===== src/ssc_pkg.sv =====
// Shared types and constants for the serial speed command parser.
// No dependencies; used by the top level and the port checker.
`default_nettype none
package ssc_pkg;

  // Widths of the item fields.
  localparam int unsigned BYTE_W   = 8;
  localparam int unsigned DUTY_W   = 10;
  localparam int unsigned STATUS_W = 2;
  localparam int unsigned NUM_W    = 11;  // digit run value, saturating
  localparam int unsigned PROD_W   = 15;  // room for 2047 * 10 + 9
  localparam int unsigned HIST_W   = 40;  // last five characters
  localparam int unsigned OUT_TDATA_W = 16;

  localparam int unsigned FRAME_BYTES_DEF = 64;

  localparam logic [DUTY_W-1:0] DUTY_LIMIT_RST = 10'd1000;
  localparam logic [NUM_W-1:0]  NUM_SAT        = 11'd2047;

  // Keywords, last character in the low byte.
  localparam logic [31:0] KEY_STOP  = 32'h53544F50;  // "STOP"
  localparam logic [23:0] KEY_DUR   = 24'h445552;    // "DUR"
  localparam logic [39:0] KEY_SPEED = 40'h5350454544; // "SPEED"
  localparam logic [23:0] KEY_HIZ   = 24'h48495A;    // "HIZ"

  localparam logic [BYTE_W-1:0] CHAR_ZERO = 8'h30;   // '0'
  localparam logic [BYTE_W-1:0] CHAR_NINE = 8'h39;   // '9'

  typedef enum logic [STATUS_W-1:0] {
    ST_STOPPED   = 2'd0,
    ST_SPEED_SET = 2'd1,
    ST_OUT_RANGE = 2'd2,
    ST_UNKNOWN   = 2'd3
  } status_t;

  typedef enum logic [1:0] {
    NP_NONE = 2'd0,
    NP_RUN  = 2'd1,
    NP_DONE = 2'd2
  } num_phase_t;

endpackage
`default_nettype wire


===== src/serial_speed_command_parser_top.sv =====
// Serial speed command parser, top level.
// Depends on ssc_pkg (constants, status and number phase types).
//
// Channel   Dir  Ports                          Contents
// in_       in   tvalid/tready/tdata/tlast      data_byte in tdata, end_of_frame in tlast
// out_      out  tvalid/tready/tdata            status, duty (one item per frame end)
// cfg_      in   wr_en/wr_data                  duty_limit
//
// Flow: an accepted item is scanned from the input register in the next cycle; the
// scan logic is a keyword compare and a multiply by ten between the input register
// and the frame/result registers. A frame-ending item's result is registered as the
// item leaves the input register. One item per cycle unless a held result stalls it.
// Stalls: a held result only blocks a frame-ending item; other items keep flowing.
// Reset: synchronous rst_n clears frame state, duty to 0, duty_limit to 1000.
`default_nettype none
module serial_speed_command_parser_top #(
  parameter int unsigned FRAME_BYTES = ssc_pkg::FRAME_BYTES_DEF  // 8..256
) (
  input  wire logic        clk,
  input  wire logic        rst_n,
  // input channel
  input  wire logic        in_tvalid,
  output logic             in_tready,
  input  wire logic [7:0]  in_tdata,   // [7:0] data_byte
  input  wire logic        in_tlast,   // end_of_frame
  // result channel
  output logic             out_tvalid,
  input  wire logic        out_tready,
  output logic [15:0]      out_tdata,  // [1:0] status, [11:2] duty, [15:12] zero
  // configuration
  input  wire logic        cfg_wr_en,
  input  wire logic [9:0]  cfg_wr_data  // duty_limit
);

  localparam int unsigned POS_W = $clog2(FRAME_BYTES);
  localparam logic [POS_W-1:0] LAST_POS = POS_W'(FRAME_BYTES - 1);

  // ---------------- configuration ----------------
  logic [ssc_pkg::DUTY_W-1:0] duty_limit_r;

  always_ff @(posedge clk) begin
    if (!rst_n) begin
      duty_limit_r <= ssc_pkg::DUTY_LIMIT_RST;
    end else if (cfg_wr_en) begin
      duty_limit_r <= cfg_wr_data;
    end
  end

  // ---------------- input register ----------------
  logic                       s1_valid_r;
  logic [ssc_pkg::BYTE_W-1:0] s1_byte_r;
  logic                       s1_eof_r;
  logic                       s1_fire;

  assign in_tready = !s1_valid_r || s1_fire;

  always_ff @(posedge clk) begin
    if (!rst_n) begin
      s1_valid_r <= 1'b0;
    end else if (in_tready) begin
      s1_valid_r <= in_tvalid;
    end
  end

  always_ff @(posedge clk) begin
    if (in_tready && in_tvalid) begin
      s1_byte_r <= in_tdata;
      s1_eof_r  <= in_tlast;
    end
  end

  // ---------------- frame state ----------------
  logic [ssc_pkg::HIST_W-1:0] recent_r, recent_nxt;
  logic                       stop_r, stop_nxt;
  logic                       speed_r, speed_nxt;
  ssc_pkg::num_phase_t        phase_r, phase_nxt;
  logic [ssc_pkg::NUM_W-1:0]  num_r, num_nxt;
  logic                       term_r, term_nxt;
  logic [POS_W-1:0]           pos_r;
  logic [ssc_pkg::DUTY_W-1:0] duty_r, duty_nxt;

  // scan of the byte in the input register
  logic                        full, scan, is_zero, digit, frame_end;
  logic [ssc_pkg::HIST_W-1:0]  shifted;
  logic [ssc_pkg::PROD_W-1:0]  acc;
  ssc_pkg::status_t            status_nxt;

  always_comb begin
    full      = (pos_r == LAST_POS);
    // a full frame ignores this byte and ends regardless of tlast
    frame_end = full || s1_eof_r;
    scan      = !full && !term_r;
    is_zero   = (s1_byte_r == '0);
    digit     = (s1_byte_r >= ssc_pkg::CHAR_ZERO) && (s1_byte_r <= ssc_pkg::CHAR_NINE);
    shifted   = {recent_r[ssc_pkg::HIST_W-ssc_pkg::BYTE_W-1:0], s1_byte_r};
    // value * 10 + digit; low nibble of '0'..'9' is the digit itself
    acc = (ssc_pkg::PROD_W'(num_r) << 3) + (ssc_pkg::PROD_W'(num_r) << 1)
        + ssc_pkg::PROD_W'(s1_byte_r[3:0]);

    recent_nxt = recent_r;
    stop_nxt   = stop_r;
    speed_nxt  = speed_r;
    phase_nxt  = phase_r;
    num_nxt    = num_r;
    term_nxt   = term_r;

    if (scan) begin
      if (is_zero) begin
        // zero byte hides the rest of the frame
        term_nxt = 1'b1;
      end else begin
        recent_nxt = shifted;
        if (shifted[31:0] == ssc_pkg::KEY_STOP || shifted[23:0] == ssc_pkg::KEY_DUR) begin
          stop_nxt = 1'b1;
        end
        if (shifted == ssc_pkg::KEY_SPEED || shifted[23:0] == ssc_pkg::KEY_HIZ) begin
          speed_nxt = 1'b1;
        end
        unique case (phase_r)
          ssc_pkg::NP_NONE: begin
            if (digit) begin
              num_nxt   = ssc_pkg::NUM_W'(s1_byte_r[3:0]);
              phase_nxt = ssc_pkg::NP_RUN;
            end
          end
          ssc_pkg::NP_RUN: begin
            if (digit) begin
              num_nxt = (acc > ssc_pkg::PROD_W'(ssc_pkg::NUM_SAT)) ?
                        ssc_pkg::NUM_SAT : acc[ssc_pkg::NUM_W-1:0];
            end else begin
              phase_nxt = ssc_pkg::NP_DONE;
            end
          end
          default: begin
            phase_nxt = phase_r;
          end
        endcase
      end
    end

    // frame verdict, from the flags including this byte
    duty_nxt = duty_r;
    priority if (stop_nxt) begin
      duty_nxt   = '0;
      status_nxt = ssc_pkg::ST_STOPPED;
    end else if (speed_nxt) begin
      if (num_nxt <= ssc_pkg::NUM_W'(duty_limit_r)) begin
        duty_nxt   = num_nxt[ssc_pkg::DUTY_W-1:0];
        status_nxt = ssc_pkg::ST_SPEED_SET;
      end else begin
        status_nxt = ssc_pkg::ST_OUT_RANGE;
      end
    end else begin
      status_nxt = ssc_pkg::ST_UNKNOWN;
    end
  end

  // ---------------- result register ----------------
  logic                             out_valid_r;
  logic [ssc_pkg::OUT_TDATA_W-1:0]  out_data_r;
  logic                             out_free;

  assign out_free = !out_valid_r || out_tready;
  // items that end no frame never wait on the result side
  assign s1_fire  = s1_valid_r && (!frame_end || out_free);

  always_ff @(posedge clk) begin
    if (!rst_n) begin
      recent_r    <= '0;
      stop_r      <= 1'b0;
      speed_r     <= 1'b0;
      phase_r     <= ssc_pkg::NP_NONE;
      num_r       <= '0;
      term_r      <= 1'b0;
      pos_r       <= '0;
      duty_r      <= '0;
      out_valid_r <= 1'b0;
    end else begin
      if (s1_fire) begin
        if (frame_end) begin
          recent_r <= '0;
          stop_r   <= 1'b0;
          speed_r  <= 1'b0;
          phase_r  <= ssc_pkg::NP_NONE;
          num_r    <= '0;
          term_r   <= 1'b0;
          pos_r    <= '0;
          duty_r   <= duty_nxt;
        end else begin
          recent_r <= recent_nxt;
          stop_r   <= stop_nxt;
          speed_r  <= speed_nxt;
          phase_r  <= phase_nxt;
          num_r    <= num_nxt;
          term_r   <= term_nxt;
          pos_r    <= pos_r + 1'b1;
        end
      end
      if (s1_fire && frame_end) begin
        out_valid_r <= 1'b1;
      end else if (out_tready) begin
        out_valid_r <= 1'b0;
      end
    end
  end

  always_ff @(posedge clk) begin
    if (s1_fire && frame_end) begin
      out_data_r <= {4'b0000, duty_nxt, status_nxt};
    end
  end

  assign out_tvalid = out_valid_r;
  assign out_tdata  = out_data_r;

endmodule
`default_nettype wire


===== config.mk =====
export PLATFORM = sky130hd
export DESIGN_NAME = serial_speed_command_parser_top
export DESIGN_NICKNAME = d
export VERILOG_FILES = /design/src/ssc_pkg.sv /design/src/serial_speed_command_parser_top.sv
export SDC_FILE = /design/constraint.sdc
export NUM_CORES = 1
export LEC_CHECK = 0
export BUFFER_PORTS_ARGS = -buffer_cell sky130_fd_sc_hd__buf_2
export CAP_MARGIN = 20
export CORE_ASPECT_RATIO = 2
export CORE_MARGIN = 2
export CORE_UTILIZATION = 25
export CTS_CLUSTER_DIAMETER = 120
export DETAILED_ROUTE_END_ITERATION = 12
export GPL_ROUTABILITY_DRIVEN = 0
export PLACE_DENSITY = 0.46
export SETUP_SLACK_MARGIN = 0.4
export SLEW_MARGIN = 5
export SYNTH_ARGS = -nofsm -noshare
export SYNTH_HDL_FRONTEND = slang
export SYNTH_SLANG_ARGS = --single-unit

===== constraint.sdc =====
create_clock -name clk -period 5.6 [get_ports clk]
set_clock_uncertainty 0.15 [all_clocks]
set_input_delay 1.12 -clock clk [delete_from_list [all_inputs] [get_ports clk]]
set_output_delay 1.12 -clock clk [all_outputs]
set_load 0.1 [all_outputs]

## Word-level counts from Yosys, hierarchy flattened

Cells that the tools add are included.

| word-level totals | value |
|---|---|
| register bits after elaboration | 97 |
| input bits | 24 |

| operators by class | value |
|---|---|
| add/sub/neg operators | 3 |
| order comparisons | 4 |
| equality and inequality tests | 9 |
| multiplexer cells | 35 |
| reduce and logical (&&, ||, !) cells | 26 |

Operators by type and width:

| cell | number |
|---|---|
| 32-bit two-way mux | 3 |
| 11-bit two-way mux | 6 |
| 24-bit by 23-bit == test with 1-bit output (second input constant) | 2 |
| 40-bit by 39-bit == test with 1-bit output (second input constant) | 1 |
| 32-bit by 31-bit == test with 1-bit output (second input constant) | 1 |
| 10-bit two-way mux | 3 |
| 11-bit one-hot mux with 2 select lines | 1 |
| 14-bit by 12-bit adder with 15-bit output | 1 |
| 15-bit by 4-bit adder with 15-bit output | 1 |
| 15-bit by 11-bit greater-than comparator with 1-bit output (second input constant) | 1 |
| 2-bit two-way mux | 7 |
| 1-bit two-way mux | 13 |
| 11-bit by 10-bit <= comparator with 1-bit output | 1 |
| 8-bit by 6-bit >= comparator with 1-bit output (second input constant) | 1 |
| 8-bit by 6-bit <= comparator with 1-bit output (second input constant) | 1 |
| 8-bit logical NOT | 1 |
| 6-bit by 1-bit adder with 6-bit output (second input constant) | 1 |
| 6-bit == test (second input constant) | 1 |
| 1-bit logical OR | 6 |
| 6-bit two-way mux | 1 |
| 3-bit inequality test (second input constant) | 2 |
| 3-bit AND reduction | 2 |
| 6-bit AND reduction | 1 |
| 2-bit nonzero test | 3 |
| other kinds (8) | 16 |

## Depth between registers and ports, before layout

Gate-level depths: netlist of run 1.

| depth | value |
|---|---|
| depth after elaboration | 12 |
| mapped depth | 22 |

## Least setup slack after synthesis of run 1

Ideal clock, no wire load.

| path | value |
|---|---|
| path type | register to register |
| start | reg s1_byte_r[3] (netlist bit) |
| end | reg out_data_r, in the netlist out_tdata[7] (data pin) |
| setup time | 0.255 ns |
| arrival | 4.886 ns |
| setup slack | 0.309 ns |
| cell stages (with the launch flop) | 21 |
| clock period less this slack | 5.291 ns |
| path through | edfxtp_1 -> inv_1 -> fa_1 -> inv_1 -> fa_1 -> a211oi_1 -> o211ai_1 -> and4_1 -> a2111oi_4 -> buf_2 -> nand3_1 -> o21ai_0 -> inv_1 -> ha_1 -> a2111oi_0 -> a221o_1 -> nand4_4 -> o21ai_4 -> nand2b_2 -> buf_6 -> a31o_1 |

| on the way | value |
|---|---|
| cells in the longest elaborated chain, start to end | 11 |
| elaborated cells between the ends (all ways) | 28 |

RTL lines:

| element | line | source |
|---|---|---|
| start: declaration | serial_speed_command_parser_top.sv:51 | `logic [ssc_pkg::BYTE_W-1:0] s1_byte_r;` |
| start signal: assignment | serial_speed_command_parser_top.sv:67 | `s1_byte_r <= in_tdata;` |
| 15-bit by 4-bit adder with 15-bit output | serial_speed_command_parser_top.sv:98 | `+ ssc_pkg::PROD_W'(s1_byte_r[3:0]);` |
| 15-bit by 11-bit greater-than comparator with 1-bit output | serial_speed_command_parser_top.sv:128 | `num_nxt = (acc > ssc_pkg::PROD_W'(ssc_pkg::NUM_SAT)) ?` |
| 11-bit two-way mux | serial_speed_command_parser_top.sv:128 |  |
| 11-bit two-way mux | serial_speed_command_parser_top.sv:127 | `if (digit) begin` |
| 11-bit one-hot mux with 2 select lines | serial_speed_command_parser_top.sv:119 | `unique case (phase_r)` |
| 11-bit two-way mux | serial_speed_command_parser_top.sv:108 | `if (is_zero) begin` |
| 11-bit two-way mux | serial_speed_command_parser_top.sv:107 | `if (scan) begin` |
| 11-bit by 10-bit <= comparator with 1-bit output | serial_speed_command_parser_top.sv:147 | `if (num_nxt <= ssc_pkg::NUM_W'(duty_limit_r)) begin` |
| 10-bit two-way mux | serial_speed_command_parser_top.sv:147 |  |
| 10-bit two-way mux | serial_speed_command_parser_top.sv:146 | `end else if (speed_nxt) begin` |
| 10-bit two-way mux * | serial_speed_command_parser_top.sv:143 | `priority if (stop_nxt) begin` |
| via duty_nxt, one bit | serial_speed_command_parser_top.sv:80 | `logic [ssc_pkg::DUTY_W-1:0] duty_r, duty_nxt;` |
| end signal: assignment | serial_speed_command_parser_top.sv:209 | `out_data_r <= {4'b0000, duty_nxt, status_nxt};` |
| end: declaration | serial_speed_command_parser_top.sv:160 | `logic [ssc_pkg::OUT_TDATA_W-1:0] out_data_r;` |

The timed path passes the listed nets; every way through them passes the cells marked *.
A chain may end at the register's enable or synchronous reset.

## Worst setup path after layout of run 1

| path | value |
|---|---|
| start | reg num_r[2] (netlist bit) |
| end | reg out_data_r, in the netlist out_tdata[0] (data pin) |

| on the way | value |
|---|---|
| cells in the longest elaborated chain, start to end | 11 |
| elaborated cells between the ends (all ways) | 12 |

RTL lines:

| element | line | source |
|---|---|---|
| start: declaration | serial_speed_command_parser_top.sv:77 | `logic [ssc_pkg::NUM_W-1:0] num_r, num_nxt;` |
| start signal: assignment | serial_speed_command_parser_top.sv:194 | `num_r <= num_nxt;` |
| 14-bit by 12-bit adder with 15-bit output | serial_speed_command_parser_top.sv:97 | `acc = (ssc_pkg::PROD_W'(num_r) << 3) + (ssc_pkg::PROD_W'(num_r) << 1)` |
| 15-bit by 4-bit adder with 15-bit output | serial_speed_command_parser_top.sv:98 |  |
| 15-bit by 11-bit greater-than comparator with 1-bit output | serial_speed_command_parser_top.sv:128 |  |
| 11-bit two-way mux | serial_speed_command_parser_top.sv:128 |  |
| 11-bit two-way mux | serial_speed_command_parser_top.sv:127 |  |
| 11-bit one-hot mux with 2 select lines | serial_speed_command_parser_top.sv:119 |  |
| 11-bit two-way mux | serial_speed_command_parser_top.sv:108 |  |
| 11-bit two-way mux * | serial_speed_command_parser_top.sv:107 |  |
| 11-bit by 10-bit <= comparator with 1-bit output * | serial_speed_command_parser_top.sv:147 |  |
| 2-bit two-way mux * | serial_speed_command_parser_top.sv:147 |  |
| 2-bit two-way mux * | serial_speed_command_parser_top.sv:146 |  |

Mark *: on every way between the ends. The rest lies on a longest branch, timed or not.

==> metrics, run 1 <==
outcome=finished, final reports clean; CORE AREA=0.02093 mm2; fin area=0.006618 mm2; cts-stage hold buffer count=0; sum of negative setup slack=0 ps; Most Crowded Layer GR=met2; FF+latch count, synth=97; Routed Antenna Nets=0; complex-gate fraction of the synthesized area=22.68%; Syn. warnings=0; Tot Pwr=1493 uW; final setup vio count=0; I/O pin cnt=42; global-route met1 utilization=13.59%; pin count of the biggest net entering global routing=72; pwr/cell area=225.6 mW/mm2; total congestion overflow=0; Final Max Tran Viols=0; RSZ-0062 raised after global routing=true; Worst-Skew Late Latency=360 ps; Slowest-stage cell, CP=fa_1; multi-input combinational cell area=0.003139 mm2; CP Capture Point=out_tdata[0]$_SDFFCE_PN0P_; global routing usage on met2=27.70%; worst reg2reg path endpoint=out_tdata[0]$_SDFFCE_PN0P_; fmax=194.6 MHz; # rows=75; register area share after synthesis=40.51%; CP Capture Type=flip-flop; post-synthesis mux area share=1.154%; most frequent cells in the layout=dfxtp_1 (73), nor2b_1 (47), nand2_1 (44); Distinct cells, synth=78; Synth Area in Simple Gates=20.80%; Detail Placement HPWL=12.41 mm; crit start category=flip-flop; Setup Crit Path Kind=reg2reg; Tightest Hold Check Type=reg2reg; grt met3 use=2.721%; Initial Util=25.39%; dpl cell area=0.005973 mm2; main combinational cell family by area after synthesis=compound AO/OA/AOI/OAI gates; synthesized-area fraction occupied by adder cells=8.290%; Final period util=91.75%; VDD IR-drop max=0.0002103 V; Starting DRT DRC Count=157; crit-path max cell delay=550 ps; Core Util, Final=31.62%; vias in the first global route=4632; full die area=0.02250 mm2; CTS buffer count=9; dominant cell type by area after synthesis=dfxtp_1; wire per inst=18.42 um; max-cap viol count=0; Leak=0.002589 uW; FFs w/ async S/R, synth=0%; Reg area=0.002156 mm2; clock sink total=97; vias=4449; CP Depth=25; Syn Area/Cell=9.695 um2; worst relative slew slack=45.05%; share of the synthesized area in the top cell type=28.64%; critical path buffer and inverter count=9; Die Span X=107.1 um; CP Max Fanout=6; ant diodes=0; worst reg2reg path depth=25; beginning of the critical path=num_r[2]$_SDFFE_PN0P_; Netlist Area Pre-Place=0.005313 mm2; initial antenna violation count=0; minimum clock period=5138 ps; Hold Vio Cnt, Final=0; top post-synthesis cells by area=dfxtp_1 (29%), edfxtp_1 (12%), ha_1 (7.5%); Slew @ Worst Pin=818.8 ps; CTS tree=built; Layout fillers=2133; Die H=210.2 um; area grow syn2layout=24.56%; Via density=4.999; Buffers on Ports=37; final WL=16.40 mm; share of layout cells above drive strength 1=26.25%; Post-synth EDFFs=21; root buf cell=clkbuf_16; gr usage total=14.97%; DRC errors left=0; top cell family by delay on the critical path=compound AO/OA/AOI/OAI gates; Arr. time, crit path=5090 ps; R2R setup slack=460 ps; most common cell after layout, fill and taps aside=dfxtp_1; # nets final=674; global-route wire length before repair=25.16 mm; post-synthesis xor/xnor area fraction=1.978%; worst r2r src=num_r[2]$_SDFFE_PN0P_; First-pass DRT Iterations=5; htree depth=3; Clock Pin Slew Worst Setup and Hold Paths=70 ps; Syn Inst Count=548; CTS max path bufs=2; Most used DFF post-synth=dfxtp_1; CP required=5550 ps
## cell type report
| class | instances | share of cell area (%) |
|---|---|---|
| clock buffer | 9 | 3.403 |
| sequential | 97 | 32.58 |
| inverter | 24 | 1.361 |
| timing repair buffer | 83 | 9.094 |
| tap | 269 | 5.086 |
| clock inverter | 7 | 1.040 |
| multi-input combinational | 401 | 47.44 |
## worst reg2reg max path: stages (launching register included)
cell and delay (ps):
dfxtp_2 340, inv_2 40, fa_1 550, inv_2 60, fa_2 380, a211oi_2 250
o211ai_1 200, a2111oi_4 470, a2111oi_4 110, buf_6 160, buf_6 130, a32oi_2 230
ha_2 220, a21oi_2 60, nor2_2 120, a211oi_1 60, buf_4 130, a221o_1 400
buf_6 150, nand3_4 90, o21ai_4 70, buf_12 140, buf_4 130, buf_4 120
nor2_2 70, nor2_1 50
## how the worst min path moves through the flow
| stage | endpoint | depth (start not counted) | from | slack [ps] |
|---|---|---|---|---|
| after floorplan | duty_r[4]$_SDFFE_PN0P_ | 2 | duty_r[4]$_SDFFE_PN0P_ | 290 |
| after global placement | duty_r[4]$_SDFFE_PN0P_ | 2 | duty_r[4]$_SDFFE_PN0P_ | 300 |
| after detailed placement | duty_r[2]$_SDFFE_PN0P_ | 2 | duty_r[2]$_SDFFE_PN0P_ | 310 |
| after CTS | duty_r[2]$_SDFFE_PN0P_ | 2 | duty_r[2]$_SDFFE_PN0P_ | 320 |
| after global routing | duty_r[2]$_SDFFE_PN0P_ | 2 | duty_r[2]$_SDFFE_PN0P_ | 340 |
| final | duty_r[2]$_SDFFE_PN0P_ | 2 | duty_r[2]$_SDFFE_PN0P_ | 320 |
## power breakdown
group	leakage (uW)	switching (uW)	total (uW)	internal, uW
Clock	0.000145	285	630	346
Sequential	0.000824	11.1	738	727
Combinational	0.00162	85.7	125	38.9
## kinds of logic (layout without fill, tap and decap cells)
family | after synthesis | count (layout)
xor gates and xnor gates | 12 | 12
and+or+nand+nor | 194 | 194
adders and majority gates | 34 | 34
buffers and inverters | 53 | 123
DFF | 97 | 97
AOI/OAI and AO/OA | 151 | 151
muxes | 6 | 6
other | 1 | 4
## routing by layer
metal,wire [um],share of wire (%),up-vias
met5,0,0,-
met1,5521,34,2117
met4,1428,8.7,0
li1,-,-,2165
met2,9047,55,110
met3,399,2.4,57
## stage by stage
stage	setup WS, ps	hold slack (ps)	std cells
CTS	413.6	324.3	884
detailed placement	216.0	314.1	863
global route	222.1	342.6	890
global placement	329.0	297.6	863
finish	462.2	321.7	890
floorplan	433.0	290.8	551
## state kept, by name (all words and copies together), names as in the netlist, 2 cells and up
| name | cells |
|---|---|
| phase_r | 2 |
| pos_r | 6 |
| s1_byte_r | 8 |
| out_tdata | 12 |
| num_r | 11 |
| recent_r | 32 |
| duty_limit_r | 10 |
| duty_r | 10 |
## repair_timing
item / CTS / global route
resized for setup: 16 / 39
buffers inserted: 5 / 5
pin swaps: 9 / 21
setup endpoints to repair: 21 / 22
## synth_stat cells (all sizes together), types with 3 or more instances
master and number:
dfxtp 76, nor2b 47, nand2 45, a22oi 38
ha 32, nor2 30, inv 24, edfxtp 21
a21oi 19, clkbuf 17, o21ai 16, nand3 14
nor3 14, buf 12, o211ai 11, nand4 8
xor2 8, a21boi 7, o2bb2ai 7, a211oi 6
a21o 6, and2 6, mux2i 5, nand2b 5
nor4 5, o31ai 5, nor4bb 4, o22ai 4
xnor2 4, a2111oi 3, a22o 3, a31o 3
a31oi 3, a32oi 3, and3 3, nand4b 3
o21a 3
Note: power is estimated with default switching activity, not from simulation.
==> inputs of run 2 (changes only) <==
--- a/config.mk
+++ b/config.mk
@@ -5,6 +5,7 @@
 export SDC_FILE = /design/constraint.sdc
 export NUM_CORES = 1
 export LEC_CHECK = 0
+export ABC_AREA = 1
 export BUFFER_PORTS_ARGS = -buffer_cell sky130_fd_sc_hd__buf_2
 export CAP_MARGIN = 20
 export CORE_ASPECT_RATIO = 2
@@ -13,7 +14,7 @@
 export CTS_CLUSTER_DIAMETER = 120
 export DETAILED_ROUTE_END_ITERATION = 12
 export GPL_ROUTABILITY_DRIVEN = 0
-export PLACE_DENSITY = 0.46
+export PLACE_DENSITY = 0.45
 export SETUP_SLACK_MARGIN = 0.4
 export SLEW_MARGIN = 5
 export SYNTH_ARGS = -nofsm -noshare
==> constraint.sdc (replaced) <==
create_clock -name clk -period 4.8 [get_ports clk]
set_clock_uncertainty 0.15 [all_clocks]
set_input_delay 0.96 -clock clk [delete_from_list [all_inputs] [get_ports clk]]
set_output_delay 0.96 -clock clk [all_outputs]
set_load 0.1 [all_outputs]
==> metrics, run 2 <==
outcome=finished, final reports clean; Tot Pwr=1870 uW (+25%); ant diodes=0 (unchanged); Slew @ Worst Pin=867.2 ps (+48.37 ps); share of layout cells above drive strength 1=24.18% (-2.1 points); Syn Area/Cell=7.343 um2 (-24%); FF+latch count, synth=97 (unchanged); Worst-Skew Late Latency=350 ps (about the same); pwr/cell area=278.8 mW/mm2 (+24%); FFs w/ async S/R, synth=0% (unchanged); Tightest Hold Check Type=reg2reg; CTS tree=built; placed cell count=1037 (+20%); share of the synthesized area in the top cell type=28.27% (-0.37 points); CP Max Fanout=6 (unchanged); worst hold path depth=2 (unchanged); most common cell after layout, fill and taps aside=nand2_1; Leak=0.002807 uW (+8.4%); fin area=0.006709 mm2 (+1.4%); worst reg2reg path endpoint=out_tdata[10]$_DFFE_PP_; cts-stage hold buffer count=0 (unchanged); Largest Register=recent_r; Clock Pin Slew Worst Setup and Hold Paths=70 ps (about the same); most frequent cells in the layout=nand2_1 (212), a21oi_1 (77), inv_1 (73); minimum clock period=4241 ps (-897.0 ps); Post-Layout Cell Count=1063 (+19%); Initial Util=25.27% (-0.12 points); Routed Antenna Nets=0 (unchanged); Syn. warnings=0 (unchanged); Setup Crit Path Kind=reg2reg; Die H=211.5 um (+0.64%); Post-synth EDFFs=21 (unchanged); final WL=14.83 mm (-9.6%); pre-CTS WS=82.26 ps (-133.7 ps); R2R setup slack=560 ps (+100 ps); dpl cell area=0.005908 mm2 (-1.1%); worst relative slew slack=42.18% (-2.9 points); fmax=235.8 MHz (+21%); initial antenna violation count=0 (unchanged); CTS buffer count=9 (unchanged); min-delay src=duty_r[5]$_SDFFE_PN0P_; I/O pin cnt=42 (unchanged); CTS max path bufs=2 (unchanged); # rows=76 (+1.3%); gr usage total=13.27% (-1.7 points); Distinct cells, synth=47 (-40%); Starting DRT DRC Count=259 (+65%); htree depth=3 (unchanged); full die area=0.02279 mm2 (+1.3%); Final period util=88.35% (-3.4 points); top post-synthesis cells by area=dfxtp_1 (28%), nand2_1 (16%), edfxtp_1 (12%); cell repeated most along the worst path=nand2_1; Final Max Tran Viols=0 (unchanged); # nets final=843 (+25%); crit start category=flip-flop; crit-path max cell delay=520 ps (-30 ps); final setup vio count=0 (unchanged); VDD IR-drop max=0.0001935 V (-8.0%); register area share after synthesis=39.98% (-0.53 points); Slowest-stage cell, CP=fa_1; clock sink total=97 (unchanged); max-cap viol count=0 (unchanged); CORE AREA=0.02130 mm2 (+1.8%); Most used DFF post-synth=dfxtp_1; Netlist Area Pre-Place=0.005383 mm2 (+1.3%); RSZ-0062 raised after global routing=true; total congestion overflow=0 (unchanged); max reg flops=32 (unchanged); Die Span X=107.8 um (+0.63%); cell with the most instances after synthesis=nand2_1; worst reg2reg path depth=31 (+24%); CP Capture Type=flip-flop; worst r2r src=s1_byte_r[3]$_DFFE_PP_; Detail Placement HPWL=10.75 mm (-13%); vias=4793 (+7.7%); synth cell count leaders=nand2_1 (232), a21oi_1 (81), inv_1 (80), dfxtp_1 (76), nor2_1 (42); area grow syn2layout=24.64% (about the same); dominant cell type by area after synthesis=dfxtp_1; Arr. time, crit path=4190 ps (-900 ps); DRC errors left=0 (unchanged); Via density=4.509 (-9.8%); wire per inst=13.95 um (-24%); Hold Vio Cnt, Final=0 (unchanged); fin worst setup slack=559.1 ps (+96.95 ps); hold endpoint=duty_r[5]$_SDFFE_PN0P_; Buffers on Ports=37 (unchanged); CP required=4750 ps (-800 ps); sum of negative setup slack=0 ps (unchanged); vias in the first global route=4701 (+1.5%); pin count of the biggest net entering global routing=44 (-39%); Syn Inst Count=733 (+34%); global-route wire length before repair=23.72 mm (-5.7%); First-pass DRT Iterations=4 (-1); root buf cell=clkbuf_16
[run 2: cell count changes after synthesis, moves of 13 or more]
cell and delta:
o21ai_0 +13, nand2_1 +188, inv_1 +56, a21oi_1 +64, nand3_1 +15, nor2b_1 -47
nor2_1 +13, a22oi_1 -36
[run 2: final cells by class]
type	instances	area (um2)
Fill cell	2347	14590
Multi-Input combinational cell	534	3179
Sequential cell	97	2162
Timing Repair Buffer	59	355.3
Tap cell	273	341.6
Inverter	84	320.3
Clock buffer	13	281.5
Clock inverter	3	68.82
[run 2: where the power goes]
part           switching [uW]  internal, uW  total, uW
Combinational             120          51.5        171
Sequential               11.6           849        861
Clock                     318           519        838
[run 2: worst max-delay path: cells and delay by family (launching register included)]
kind	cells	cell delay, ps
simple gates	17	1180
fa+ha+maj	3	1170
compound gates	5	630
flops	1	360
buf+inv	6	470
[run 2: worst max-delay path by stage]
| stage | slack, ps | to | cells past startpoint | startpoint |
|---|---|---|---|---|
| finish | 560 | out_tdata[10]$_DFFE_PP_ | 31 | s1_byte_r[3]$_DFFE_PP_ |
| CTS | 400 | out_tdata[2]$_DFFE_PP_ | 25 | s1_byte_r[3]$_DFFE_PP_ |
| detailed placement | 80 | out_tdata[2]$_DFFE_PP_ | 23 | s1_byte_r[3]$_DFFE_PP_ |
| global route | 260 | out_tdata[8]$_DFFE_PP_ | 31 | s1_byte_r[3]$_DFFE_PP_ |
| global placement | 160 | out_tdata[3]$_DFFE_PP_ | 23 | s1_byte_r[3]$_DFFE_PP_ |
| floorplan | 470 | out_tdata[2]$_DFFE_PP_ | 23 | s1_byte_r[3]$_DFFE_PP_ |
[run 2: metal layers]
layer,track usage (%),vias to the layer above,routed length [um]
met2,22.71,57,7529
met3,1.878,13,349
met4,4.553,0,223
li1,-,2481,-
met1,16.90,2242,6725
met5,0,-,0
[run 2: cells by family after synthesis]
logic type                 count (synthesis)  synth area share (%)
other                                      1               0.06967
muxes                                      1                0.2092
and+or+nand+nor                          363                 30.08
xor gates and xnor gates                   4                0.6510
buffers and inverters                    105                 7.810
AOI/OAI and AO/OA                        128                 13.02
DFF                                       97                 39.98
adders and majority gates                 34                 8.182
[run 2: what timing repair did]
| action | in CTS | in global routing |
|---|---|---|
| pin swaps | 2 | 27 |
| buffers inserted | 2 | 7 |
| cloned | 1 | 0 |
| resized for setup | 19 | 77 |
| setup endpoints to repair | 21 | 22 |
[run 2: through the flow]
step	hold slack (ps)	utilization [%]
finish	300.6	31.50
floorplan	276.1	-
detailed placement	290.4	27.74
CTS	305.3	29.87
global placement	289.3	27.74
global route	328.8	31.50
==> inputs of run 3 (changes only) <==
--- a/config.mk
+++ b/config.mk
@@ -14,6 +14,7 @@
 export CTS_CLUSTER_DIAMETER = 120
 export DETAILED_ROUTE_END_ITERATION = 12
 export GPL_ROUTABILITY_DRIVEN = 0
+export GPL_TIMING_DRIVEN = 0
 export PLACE_DENSITY = 0.45
 export SETUP_SLACK_MARGIN = 0.4
 export SLEW_MARGIN = 5
==> constraint.sdc (replaced) <==
create_clock -name clk -period 5.4 [get_ports clk]
set_clock_uncertainty 0.15 [all_clocks]
set_input_delay 1.08 -clock clk [delete_from_list [all_inputs] [get_ports clk]]
set_output_delay 1.08 -clock clk [all_outputs]
set_load 0.1 [all_outputs]
==> metrics, run 3 (synthesized netlist as in run 2, its figures left out) <==
worst reg2reg path depth=24 (-23%); Reg area=0.002152 mm2 (-0.46%); Tot Pwr=1489 uW (-20%); VDD IR-drop max=0.0001528 V (-21%); Setup Crit Path Kind=reg2reg; CP Capture Type=flip-flop; Leak=0.002687 uW (-4.3%); RSZ-0062 raised after global routing=true; net switching power=389.2 uW (-14%); CORE AREA=0.02130 mm2 (unchanged); most common cell after layout, fill and taps aside=nand2_1; Largest Register=recent_r; Die Span X=107.8 um (unchanged); Clk network pwr share=39.7% (-5.1 points); Clock Pin Slew Worst Setup and Hold Paths=70 ps (about the same); gr usage total=12.72% (-0.55 points); fmax=211.1 MHz (-10%); total congestion overflow=0 (unchanged); share of layout cells above drive strength 1=13.91% (-10 points); beginning of the critical path=s1_byte_r[3]$_DFFE_PP_; Layout fillers=2391 (+1.9%); minimum clock period=4737 ps (+496.2 ps); full die area=0.02279 mm2 (unchanged); Via density=4.435 (-1.6%); Final period util=87.72% (-0.63 points); Flop pwr share=51.5% (+5.5 points); final WL=14.02 mm (-5.5%); final setup vio count=0 (unchanged); sum of negative setup slack=0 ps (unchanged); CTS buffer count=9 (unchanged); Worst-Skew Late Latency=360 ps (about the same); CTS tree=built; # rows=76 (unchanged); Logic pwr share=8.8% (-0.4 points); Die H=211.5 um (unchanged); crit start category=flip-flop; Int Power=1100 uW (-23%); vias=4719 (-1.5%); I/O pin cnt=42 (unchanged); R2R setup slack=660 ps (+100 ps); # nets final=844 (+0.12%); Routed Antenna Nets=0 (unchanged); max-cap viol count=0 (unchanged); initial antenna violation count=0 (unchanged); worst r2r src=s1_byte_r[3]$_DFFE_PP_; root buf cell=clkbuf_16; clock sink total=97 (unchanged); most frequent cells in the layout=nand2_1 (231), a21oi_1 (81), inv_1 (78); Tightest Hold Check Type=reg2reg; Slew @ Worst Pin=635.7 ps (-231.5 ps); pwr/cell area=238.8 mW/mm2 (-14%); worst hold path depth=2 (unchanged); Starting DRT DRC Count=193 (-25%); pin count of the biggest net entering global routing=16 (-64%); Initial Util=25.27% (unchanged); ant diodes=0 (unchanged); Buffers on Ports=37 (unchanged); CP required=5430 ps (+680 ps); max reg flops=32 (unchanged); First-pass DRT Iterations=4 (unchanged); wire per inst=13.17 um (-5.6%); multi-input combinational cell area=0.002855 mm2 (-10%); DRC errors left=0 (unchanged); CTS max path bufs=2 (unchanged); vias in the first global route=4499 (-4.3%); cts-stage hold buffer count=0 (unchanged); CP Capture Point=out_tdata[9]$_DFFE_PP_; switching part of the total power=26.14% (+2.1 points); worst relative slew slack=57.62% (+15 points); Detail Placement HPWL=10.82 mm (+0.65%); outcome=finished, final reports clean; Hold Vio Cnt, Final=0 (unchanged); global-route wire length before repair=22.71 mm (-4.3%); Arr. time, crit path=4770 ps (+580 ps); area grow syn2layout=15.85%; Final Max Tran Viols=0 (unchanged); worst reg2reg path endpoint=out_tdata[9]$_DFFE_PP_; htree depth=3 (unchanged); CP Max Fanout=10 (+4)
run 3: repair_timing:
action | CTS | global route
endpoints found under the hold margin | 0 | 0
endpoints found under the setup margin | 21 | 21
resized for setup | 3 | 10
setup buffers | 1 | 1
run 3: per-layer routing:
metal / part of all wire, % / vias up / global-route usage, % / routed length, um
met3: 2.6 / 13 / 2.371 / 363
li1: - / 2494 / - / -
met1: 47 / 2145 / 16.11 / 6632
met2: 49 / 67 / 21.64 / 6803
met4: 1.5 / 0 / 3.979 / 217
met5: 0 / - / 0 / 0
run 3: worst min path at each step:
stage	end	startpoint	slack [ps]
2_1_floorplan	duty_r[1]$_SDFFE_PN0P_	duty_r[1]$_SDFFE_PN0P_	280
3_3_place_gp	duty_r[4]$_SDFFE_PN0P_	duty_r[4]$_SDFFE_PN0P_	290
3_5_place_dp	duty_r[0]$_SDFFE_PN0P_	duty_r[0]$_SDFFE_PN0P_	290
4_1_cts	duty_r[0]$_SDFFE_PN0P_	duty_r[0]$_SDFFE_PN0P_	300
5_1_grt	duty_r[5]$_SDFFE_PN0P_	duty_r[5]$_SDFFE_PN0P_	320
6_report	duty_r[0]$_SDFFE_PN0P_	duty_r[0]$_SDFFE_PN0P_	310
run 3: power by group through the flow:
stage / logic [uW] / registers, uW / clock network, uW
floorplan: 79.2 / 794 / 0
global placement: 129 / 784 / 0
detailed placement: 130 / 784 / 0
CTS: 132 / 767 / 613
global route: 145 / 769 / 631
finish: 130 / 767 / 591
run 3: final cells by class:
class | count | area share [%]
Multi-Input combinational cell | 534 | 45.79
Sequential cell | 97 | 34.51
Tap cell | 273 | 5.478
Inverter | 84 | 5.056
Clock buffer | 10 | 3.672
Timing Repair Buffer | 39 | 3.210
Buffer | 21 | 1.746
Clock inverter | 6 | 0.5417
run 3: stage by stage:
stage	util, %	setup WS (ps)	hold WS, ps	cells	instance area [um2]
after floorplan	-	982.3	276.1	736	5394
after global placement	27.80	236.2	286.4	1046	5921
after detailed placement	27.80	238.5	291.4	1046	5921
after CTS	29.11	424.8	304.8	1063	6201
after global routing	29.28	383.7	320.1	1064	6236
final	29.28	662.9	306.1	1064	6236
run 3: worst max-delay path: stages, from the launching register on:
cell	delay [ps]
edfxtp_1	420
inv_2	100
fa_1	540
inv_1	70
ha_1	310
nand3_1	100
nand3_2	140
nand3_2	110
nand3_1	70
nand2_1	110
nand2_4	70
nor2_8	120
nand2_4	90
a21oi_1	150
o21ai_1	170
ha_1	350
nand2_1	70
nor2_1	140
or3b_2	450
nand2_1	140
nand4_2	150
buf_8	180
nor2_8	120
inv_2	60
o22ai_1	180
